**config.mk**
```make
export PLATFORM = sky130hd
export DESIGN_NAME = integer_nth_root
export DESIGN_NICKNAME = d
export VERILOG_FILES = /design/src/rtl/inr_pkg.sv /design/src/rtl/integer_nth_root.sv /design/src/rtl/inr_mul.sv
export SDC_FILE = /design/constraint.sdc
export NUM_CORES = 2
export LEC_CHECK = 0
export BUFFER_PORTS_ARGS = -buffer_cell sky130_fd_sc_hd__buf_2
export CAP_MARGIN = 5
export CORE_ASPECT_RATIO = 0.8
export CORE_UTILIZATION = 43
export DETAILED_ROUTE_END_ITERATION = 6
export HOLD_SLACK_MARGIN = 0.06
export SETUP_SLACK_MARGIN = 0.05
export SLEW_MARGIN = 20
export SYNTH_ARGS = -nofsm -noshare
export SYNTH_HDL_FRONTEND = slang
export SYNTH_HIERARCHICAL = 1
export SYNTH_SLANG_ARGS = --single-unit
```
**constraint.sdc**
```tcl
create_clock -name clk -period 11.5 [get_ports clk]
set_clock_uncertainty 0.15 [all_clocks]
set_input_delay 1.725 -clock clk [delete_from_list [all_inputs] [get_ports clk]]
set_output_delay 1.725 -clock clk [all_outputs]
set_load 0.05 [all_outputs]
```
**src/rtl/inr_pkg.sv**
```systemverilog
// ----------------------------------------------------------------------------
// Integer n-th root package
// Shared constants and the sequencer state type for the n-th root block.
// ----------------------------------------------------------------------------
`default_nettype none

package inr_pkg;

  localparam int DATA_W              = 64;
  localparam int DEFAULT_VALUE_WIDTH = 64;
  localparam int DEFAULT_MUL_WIDTH   = 32;

  typedef enum logic [2:0] {
    ST_IDLE,
    ST_SETUP,
    ST_MUL_LO,
    ST_MUL_HI,
    ST_CHECK,
    ST_FINISH
  } state_t;

endpackage

`default_nettype wire

```
**src/rtl/integer_nth_root.sv**
```systemverilog
// Special cases (degree 0 or 1, radicand 0, degree of VALUE_WIDTH or more) go
// straight to the finish step; otherwise each of the (VALUE_WIDTH+1)/2 root bits
// runs a setup step and then up to degree multiplies (low half, high half, check),
// paced by the single shared multiplier, before the finish step.
// Throughput: one item at a time; in_ready is high only while idle.
// Reset clears the sequencer and the output valid; no state is kept between items.
// ----------------------------------------------------------------------------
// Integer n-th root
// Floor of the n-th root of an unsigned value, built one root bit at a time
// with an overflow-safe power test on a shared multiplier.
// ----------------------------------------------------------------------------
`default_nettype none

module integer_nth_root #(
  parameter int VALUE_WIDTH = inr_pkg::DEFAULT_VALUE_WIDTH
) (
  input  logic                      clk,
  input  logic                      rst,
  input  logic                      in_valid,
  output logic                      in_ready,
  input  logic [inr_pkg::DATA_W-1:0] radicand,
  input  logic [inr_pkg::DATA_W-1:0] degree,
  output logic                      out_valid,
  input  logic                      out_ready,
  output logic [inr_pkg::DATA_W-1:0] root
);
  import inr_pkg::*;

  localparam int ROOT_W = (VALUE_WIDTH + 1) / 2;
  localparam int PROD_W = 2 * ROOT_W;
  localparam int FULL_W = 3 * ROOT_W;
  localparam int DEG_W  = $clog2(VALUE_WIDTH);
  localparam int BIT_W  = $clog2(ROOT_W);

  state_t state, state_next;

  logic [VALUE_WIDTH-1:0] x;
  logic [DEG_W-1:0]       deg;
  logic [DEG_W-1:0]       cnt;
  logic [ROOT_W-1:0]      r;
  logic [ROOT_W-1:0]      cand;
  logic [BIT_W-1:0]       bidx;
  logic [VALUE_WIDTH-1:0] acc;
  logic [PROD_W-1:0]      prod_lo;
  logic [VALUE_WIDTH-1:0] res;
  logic [DATA_W-1:0]      root_q;

  logic [VALUE_WIDTH-1:0] x_in;
  logic                   deg_zero, deg_one, deg_big, x_zero, special;
  logic [VALUE_WIDTH-1:0] special_val;
  logic [ROOT_W-1:0]      mul_a;
  logic [PROD_W-1:0]      mul_p;
  logic [FULL_W-1:0]      full;
  logic                   fail, bit_done, out_free;
  logic [ROOT_W-1:0]      r_new;

  assign x_in     = radicand[VALUE_WIDTH-1:0];
  assign deg_zero = (degree == '0);
  assign deg_one  = (degree == DATA_W'(1));
  assign deg_big  = (degree >= DATA_W'(VALUE_WIDTH));
  assign x_zero   = (x_in == '0);
  assign special  = deg_zero || x_zero || deg_one || deg_big;

  always_comb begin
    if (deg_zero || x_zero) begin
      special_val = '0;
    end else if (deg_one) begin
      special_val = x_in;
    end else begin
      special_val = VALUE_WIDTH'(1);
    end
  end

  assign mul_a = (state == ST_MUL_LO) ? acc[ROOT_W-1:0] : ROOT_W'(acc >> ROOT_W);

  inr_mul #(
    .WIDTH(ROOT_W)
  ) u_mul (
    .clk(clk),
    .a  (mul_a),
    .b  (cand),
    .p  (mul_p)
  );

  assign full     = (FULL_W'(mul_p) << ROOT_W) + FULL_W'(prod_lo);
  assign fail     = (full > FULL_W'(x));
  assign bit_done = fail || (cnt == DEG_W'(1));
  assign r_new    = fail ? r : cand;
  assign out_free = !out_valid || out_ready;

  always_ff @(posedge clk) begin
    if (rst) begin
      state <= ST_IDLE;
    end else begin
      state <= state_next;
    end
  end

  always_comb begin
    state_next = state;
    case (state)
      ST_IDLE: begin
        if (in_valid) begin
          state_next = special ? ST_FINISH : ST_SETUP;
        end
      end
      ST_SETUP:  state_next = ST_MUL_LO;
      ST_MUL_LO: state_next = ST_MUL_HI;
      ST_MUL_HI: state_next = ST_CHECK;
      ST_CHECK: begin
        if (!bit_done) begin
          state_next = ST_MUL_LO;
        end else if (bidx == '0) begin
          state_next = ST_FINISH;
        end else begin
          state_next = ST_SETUP;
        end
      end
      ST_FINISH: begin
        if (out_free) begin
          state_next = ST_IDLE;
        end
      end
      default: state_next = ST_IDLE;
    endcase
  end

  always_comb begin
    in_ready = (state == ST_IDLE);
    root     = root_q;
  end

  always_ff @(posedge clk) begin
    case (state)
      ST_IDLE: begin
        if (in_valid) begin
          x    <= x_in;
          deg  <= degree[DEG_W-1:0];
          r    <= '0;
          bidx <= BIT_W'(ROOT_W - 1);
          res  <= special_val;
        end
      end
      ST_SETUP: begin
        cand <= r | (ROOT_W'(1) << bidx);
        acc  <= VALUE_WIDTH'(1);
        cnt  <= deg;
      end
      ST_MUL_HI: begin
        prod_lo <= mul_p;
      end
      ST_CHECK: begin
        if (bit_done) begin
          r    <= r_new;
          bidx <= bidx - BIT_W'(1);
          res  <= VALUE_WIDTH'(r_new);
        end else begin
          acc <= full[VALUE_WIDTH-1:0];
          cnt <= cnt - DEG_W'(1);
        end
      end
      default: begin
      end
    endcase
  end

  always_ff @(posedge clk) begin
    if (rst) begin
      out_valid <= 1'b0;
    end else if (state == ST_FINISH && out_free) begin
      out_valid <= 1'b1;
    end else if (out_ready) begin
      out_valid <= 1'b0;
    end
  end

  always_ff @(posedge clk) begin
    if (state == ST_FINISH && out_free) begin
      root_q <= DATA_W'(res);
    end
  end

  a_check_count: assert property (@(posedge clk) disable iff (rst)
    (state == ST_CHECK) |-> (cnt != '0))
    else $error("Power test reached with an empty multiply count.");

  a_acc_bound: assert property (@(posedge clk) disable iff (rst)
    (state == ST_MUL_LO) |-> (acc <= x))
    else $error("Running power exceeds the radicand.");

  a_out_source: assert property (@(posedge clk) disable iff (rst)
    $rose(out_valid) |-> ($past(state) == ST_FINISH))
    else $error("Result raised outside the finish step.");

endmodule

`default_nettype wire

```
**src/rtl/inr_mul.sv**
```systemverilog
// ----------------------------------------------------------------------------
// Integer n-th root multiplier
// Unsigned square multiplier with a registered product, shared by all multiply steps.
// ----------------------------------------------------------------------------
`default_nettype none

module inr_mul #(
  parameter int WIDTH = inr_pkg::DEFAULT_MUL_WIDTH
) (
  input  logic               clk,
  input  logic [WIDTH-1:0]   a,
  input  logic [WIDTH-1:0]   b,
  output logic [2*WIDTH-1:0] p
);
  import inr_pkg::*;

  logic [2*WIDTH-1:0] prod;

  assign prod = a * b;

  always_ff @(posedge clk) begin
    p <= prod;
  end

endmodule

`default_nettype wire
```
# After elaboration in Yosys (flattened, before gate mapping)
# Cells that the tools add are included.
[totals]
reg_bits = 469
latch_bits = 0
mem_bits_rw = 0
mem_bits_ro = 0
input_bits = 132
output_inout_bits = 66
wordCells = 75
n_memories = 0
[op_classes]
add_sub_neg = 3
n_mul = 1
div_mod_pow = 0
magnitude_cmp = 2
eq_ne = 11
n_shift = 1
mux = 25
bitwise_logic = 1
n_reduce_logical = 18
[op_table]
columns = ["op", "count"]
rows = [
  ["$mux 64", 5],
  ["$pmux 64 s2", 2],
  ["$logic_not 64->1", 2],
  ["$mux 32", 4],
  ["$add 96x64->96", 1],
  ["$gt 96x64->1", 1],
  ["$eq 64x1->1 const B", 1],
  ["$ge 64x7->1 const B", 1],
  ["$mul 32x32->64", 1],
  ["$pmux 32 s2", 1],
  ["$or 32x32->32", 1],
  ["$shl 1x5->32 const A", 1],
  ["$pmux 3 s6", 1],
  ["$mux 3", 5],
  ["$pmux 6 s2", 1],
  ["$mux 5", 2],
  ["$pmux 5 s2", 1],
  ["$ne 2x2->1 const B", 4],
  ["$eq 3x2->1 const B", 2],
  ["$eq 3x3->1 const B", 2],
  ["$eq 6x1->1 const B", 1],
  ["$mux 6", 1],
  ["$reduce_and 2->1", 3],
  ["$reduce_bool 2->1", 3],
  ["10 further kinds", 15],
]

# Depth between registers and ports, before layout
[logic_depth]
word_depth = 7
ltp_mapped = 33
ltp_nobuf = 29

# By module
# The synthesis kept the hierarchy.
[by_module_without_submodules]
columns = ["module", "instances", "cells_per_inst", "area_per_inst_um2", "seq_area_each_um2"]
rows = [
  ["inr_mul", 1, 3818, 34869.7, 1281.2],
  ["integer_nth_root", 1, 1627, 20136.8, 12121.6],
]

# Least setup slack after synthesis
# No wires, ideal clock.
[synth_path]
path_kind = "register to register"
from = "reg prod_lo[33]"
to = "reg bidx[0] (enable)"
setup_time_ps = 621
t_arrival_ps = 9385
t_required_ps = 10729
slack_ps = 1344
path_stages_with_launch = 22
path_buffers = 2
period_less_slack_ps = 10156
cell_sequence = "edfxtp_1 > ha_1 > a211oi_1 > o21ai_1 > a311oi_1 > a211oi_1 > nor2_1 > o21ai_0 > xor2_1 > ha_1 > nand4_1 > nor4_1 > nand2_1 > nor3_1 > nor4_1 > o211ai_1 > o21ai_0 > nand4_1 > nor4_2 > buf_4 > buf_8 > a31oi_1"
[synth_via]
elab_chain_cells = 5
[synth_rtl]
columns = ["element", "line", "rtl"]
rows = [
  ["start: declaration", "integer_nth_root.sv:44", "logic [PROD_W-1:0] prod_lo;"],
  ["start signal: assignment", "integer_nth_root.sv:150", "prod_lo <= mul_p;"],
  ["$add 96x64->96", "integer_nth_root.sv:85", "assign full = (FULL_W'(mul_p) << ROOT_W) + FULL_W'(prod_lo);"],
  ["via full[61]", "integer_nth_root.sv:53", "logic [FULL_W-1:0] full;"],
  ["$gt 96x64->1", "integer_nth_root.sv:86", "assign fail = (full > FULL_W'(x));"],
  ["$logic_or 1x1->1", "integer_nth_root.sv:87", "assign bit_done = fail || (cnt == DEG_W'(1));"],
  ["$ne 2x2->1 (no line)", "n/a", ""],
  ["$reduce_and 3->1 (no line)", "n/a", ""],
  ["end signal: assignment", "integer_nth_root.sv:140", "bidx <= BIT_W'(ROOT_W - 1);"],
  ["end signal: assignment", "integer_nth_root.sv:155", "bidx <= bidx - BIT_W'(1);"],
  ["end: declaration", "integer_nth_root.sv:42", "logic [BIT_W-1:0] bidx;"],
]
# The timed path passes the listed nets, and every way through them passes these cells.
# A chain may end at the register's enable or synchronous reset.

# Final worst setup path
[layout_path]
from = "reg state[2]"
to = "reg u_mul.p[63]"
[layout_via]
elab_chain_cells = 3
[layout_rtl]
columns = ["element", "line", "rtl"]
rows = [
  ["start: declaration", "integer_nth_root.sv:35", "state_t state, state_next;"],
  ["start signal: assignment", "integer_nth_root.sv:95", "state <= state_next;"],
  ["$eq 3x2->1", "integer_nth_root.sv:74", "assign mul_a = (state == ST_MUL_LO) ? acc[ROOT_W-1:0] : ROOT_W'(acc >> ROOT_W);"],
  ["$mux 32", "integer_nth_root.sv:74", ""],
  ["via mul_a[21]", "integer_nth_root.sv:51", "logic [ROOT_W-1:0] mul_a;"],
  ["$mul 32x32->64", "inr_mul.sv:19", "assign prod = a * b;"],
  ["via u_mul.prod[63]", "inr_mul.sv:17", "logic [2*WIDTH-1:0] prod;"],
  ["end signal: assignment", "inr_mul.sv:22", "p <= prod;"],
  ["end: declaration", "inr_mul.sv:13", "output logic [2*WIDTH-1:0] p"],
]
# The timed path passes the listed nets, and every way through them passes these cells.

==> flow_summary.json <==
{
  "status": "finished clean",
  "cts_tree": "done",
  "gp_congestion": 0.924,
  "crit_slowest_cell": "mux2_2",
  "hpwl_mm": 126,
  "tns_ps": 0,
  "rr_startpoint": "state[2]",
  "rsz0062_at_grt": "false",
  "ctsRootBufferMaster": "clkbuf_16",
  "post_cts_buffers": 0,
  "worst-path-max-fanout": 44,
  "io-pin-count": 198,
  "critPathKind": "reg2reg",
  "finalCritPeriodShare_pct": 84.2,
  "worstRegToRegCells": 28,
  "synth-seq-area-share_pct": 24.4,
  "whs_path_depth": 0,
  "cp-start-kind": "register",
  "worstHoldEndpoint": "root[55]",
  "grt_pass1_wl_mm": 246,
  "setup_viol": 0,
  "hold_viol_final": 0,
  "ys_warn_count": 6,
  "placed_area_um2": 57300,
  "io_buffers": 197,
  "ant_nets": 0,
  "arrival_ps": 10000,
  "grt_max_degree": 99,
  "via_count": 38251,
  "final_net_count": 6846,
  "grt_pass1_vias": 39752,
  "wl_per_cell_um": 22.1,
  "final_cell_mix": "inv_1, fa_1, and2_1",
  "syn_area_per_cell_um2": 10.1,
  "relSlewSlack_pct": 17.8,
  "start_util_pct": 43.7,
  "worst-path-buf-inv": 7,
  "hold_class": "reg2reg",
  "h-tree-depth": 2,
  "synth_area_leaders": "fa_1, edfxtp_1, ha_1, and2_1, inv_1",
  "cp.required_ps": 11820,
  "holdBufCountCts": 0,
  "synthArstFlopShare_pct": 0,
  "ctsLongestPathBuffers": 3,
  "layout_commonest_cell": "inv_1",
  "fin_util_pct": 46.7,
  "clkLatencyLatePin_ps": 590,
  "fin_crit_ps": 9680,
  "coreArea_um2": 126000,
  "worstSetupEndpointType": "register",
  "fp-row-count": 116,
  "die_area_um2": 129000,
  "drive_gt1_share_pct": 7.35,
  "routed_wl_mm": 158,
  "ys_ff_latch": 469,
  "worst_pin_slew_ps": 1220,
  "cpPeakStageDelay_ps": 840,
  "drv_slew": 0,
  "cts_buffers": 43,
  "fin_area_um2": 58800,
  "synthesis.nets": 6840,
  "area_growth_pct": 6.86,
  "cts_resized": 0,
  "dr.first_iter.drc_count": 3223,
  "netlist_area_um2": 55000,
  "grt_overflow": 0,
  "syn_inst": 5445,
  "yosys.area.top_type": "fa_1",
  "crit_path_frequent_cell": "fa_1",
  "hp-start": "res[55]",
  "drv_cap": 0,
  "drt_first_pass_iters": 5,
  "viasPerCell": 5.36,
  "synth_top_area_share_pct": 32.6,
  "antenna_found_initial": 4,
  "clock-sinks": 469,
  "worstReg2RegEnd": "u_mul/p[63]",
  "synth_ff_type": "edfxtp_1",
  "dieHeight_um": 322,
  "fp.dieW_um": 402,
  "regToRegSetupSlack_ps": 1820,
  "ys_types": 93,
  "fmax_ghz": 0.103,
  "synth_edf_count": 401,
  "grt_usage_pct": 25.0,
  "crit_family": "adder cells",
  "drc": 0,
  "cts.reportedPaths.clkPinSlew_ps": 70
}
sequential cells by signal, indices dropped and copies added, names as in the netlist:
signal / cells
r: 32
u_mul/p: 64
res: 64
deg: 6
acc: 64
root: 64
bidx: 5
prod_lo: 64
cand: 32
state: 3
cnt: 6
out_valid: 1
x: 64
logic make-up after synthesis:
group                      count (synthesis)  share of synthesized area [%]
xor gates and xnor gates                 103                           1.64
buffers and inverters                   1305                           9.14
AOI/OAI and AO/OA                        501                           6.15
muxes                                     69                           1.33
and+or+nand+nor                         1735                           16.4
DFF                                      469                           24.4
adders and majority gates               1263                           41.0
per-stage QoR:
stage	setup WS, ps	hold WS, ps	cells
after detailed placement	1820	255	7058
after global routing	1400	270	7139
final	1820	265	7141
after CTS	1790	265	7138
after floorplan	1340	250	5445
after global placement	1990	251	7058
metal layers:
metal,vias up,part of all wire (%),global-route usage [%]
li1,17156,-,-
met1,19493,47,38.5
met2,1450,40,34.2
met3,152,10,7.61
met4,0,2.1,4.94
met5,-,0,0
cell type report:
class                      instances  area, um2
clock inverter                    23        248
sequential                       469      13400
tap                             1652       2070
multi-input combinational       3671      36600
clock buffer                      57       1230
timing repair buffer             244       1340
antenna                            3       7.51
fill                           11882      67200
inverter                        1022       3840
worst max path at each step:
stage	depth (start not counted)	startpoint	endpoint
3_5_place_dp	28	state[2]	u_mul/p[63]
5_1_grt	28	state[2]	u_mul/p[63]
3_3_place_gp	28	state[2]	u_mul/p[63]
6_report	28	state[2]	u_mul/p[63]
4_1_cts	28	state[2]	u_mul/p[63]
2_1_floorplan	21	prod_lo[33]	bidx[0]
synthesized netlist by cell type (all sizes together) (5+ instances only):
master	instances
a2111oi	11
a211oi	14
a21boi	7
a21o	93
a21oi	147
a311oi	6
a31o	10
a31oi	11
and2	661
and3	53
and4	9
buf	31
clkbuf	251
dfxtp	68
edfxtp	401
fa	897
ha	366
inv	1022
mux2	32
mux2i	37
nand2	645
nand2b	11
nand3	53
nand4	82
nor2	84
nor2b	14
nor3	32
nor4	48
o211ai	11
o21a	16
o21ai	81
o21bai	33
o221ai	5
o31a	5
o31ai	6
or2	12
or3	11
or4	6
xnor2	61
xor2	42
Power is not shown: default switching activity piles up to over one toggle a cycle in this logic, so the estimate is an artifact.
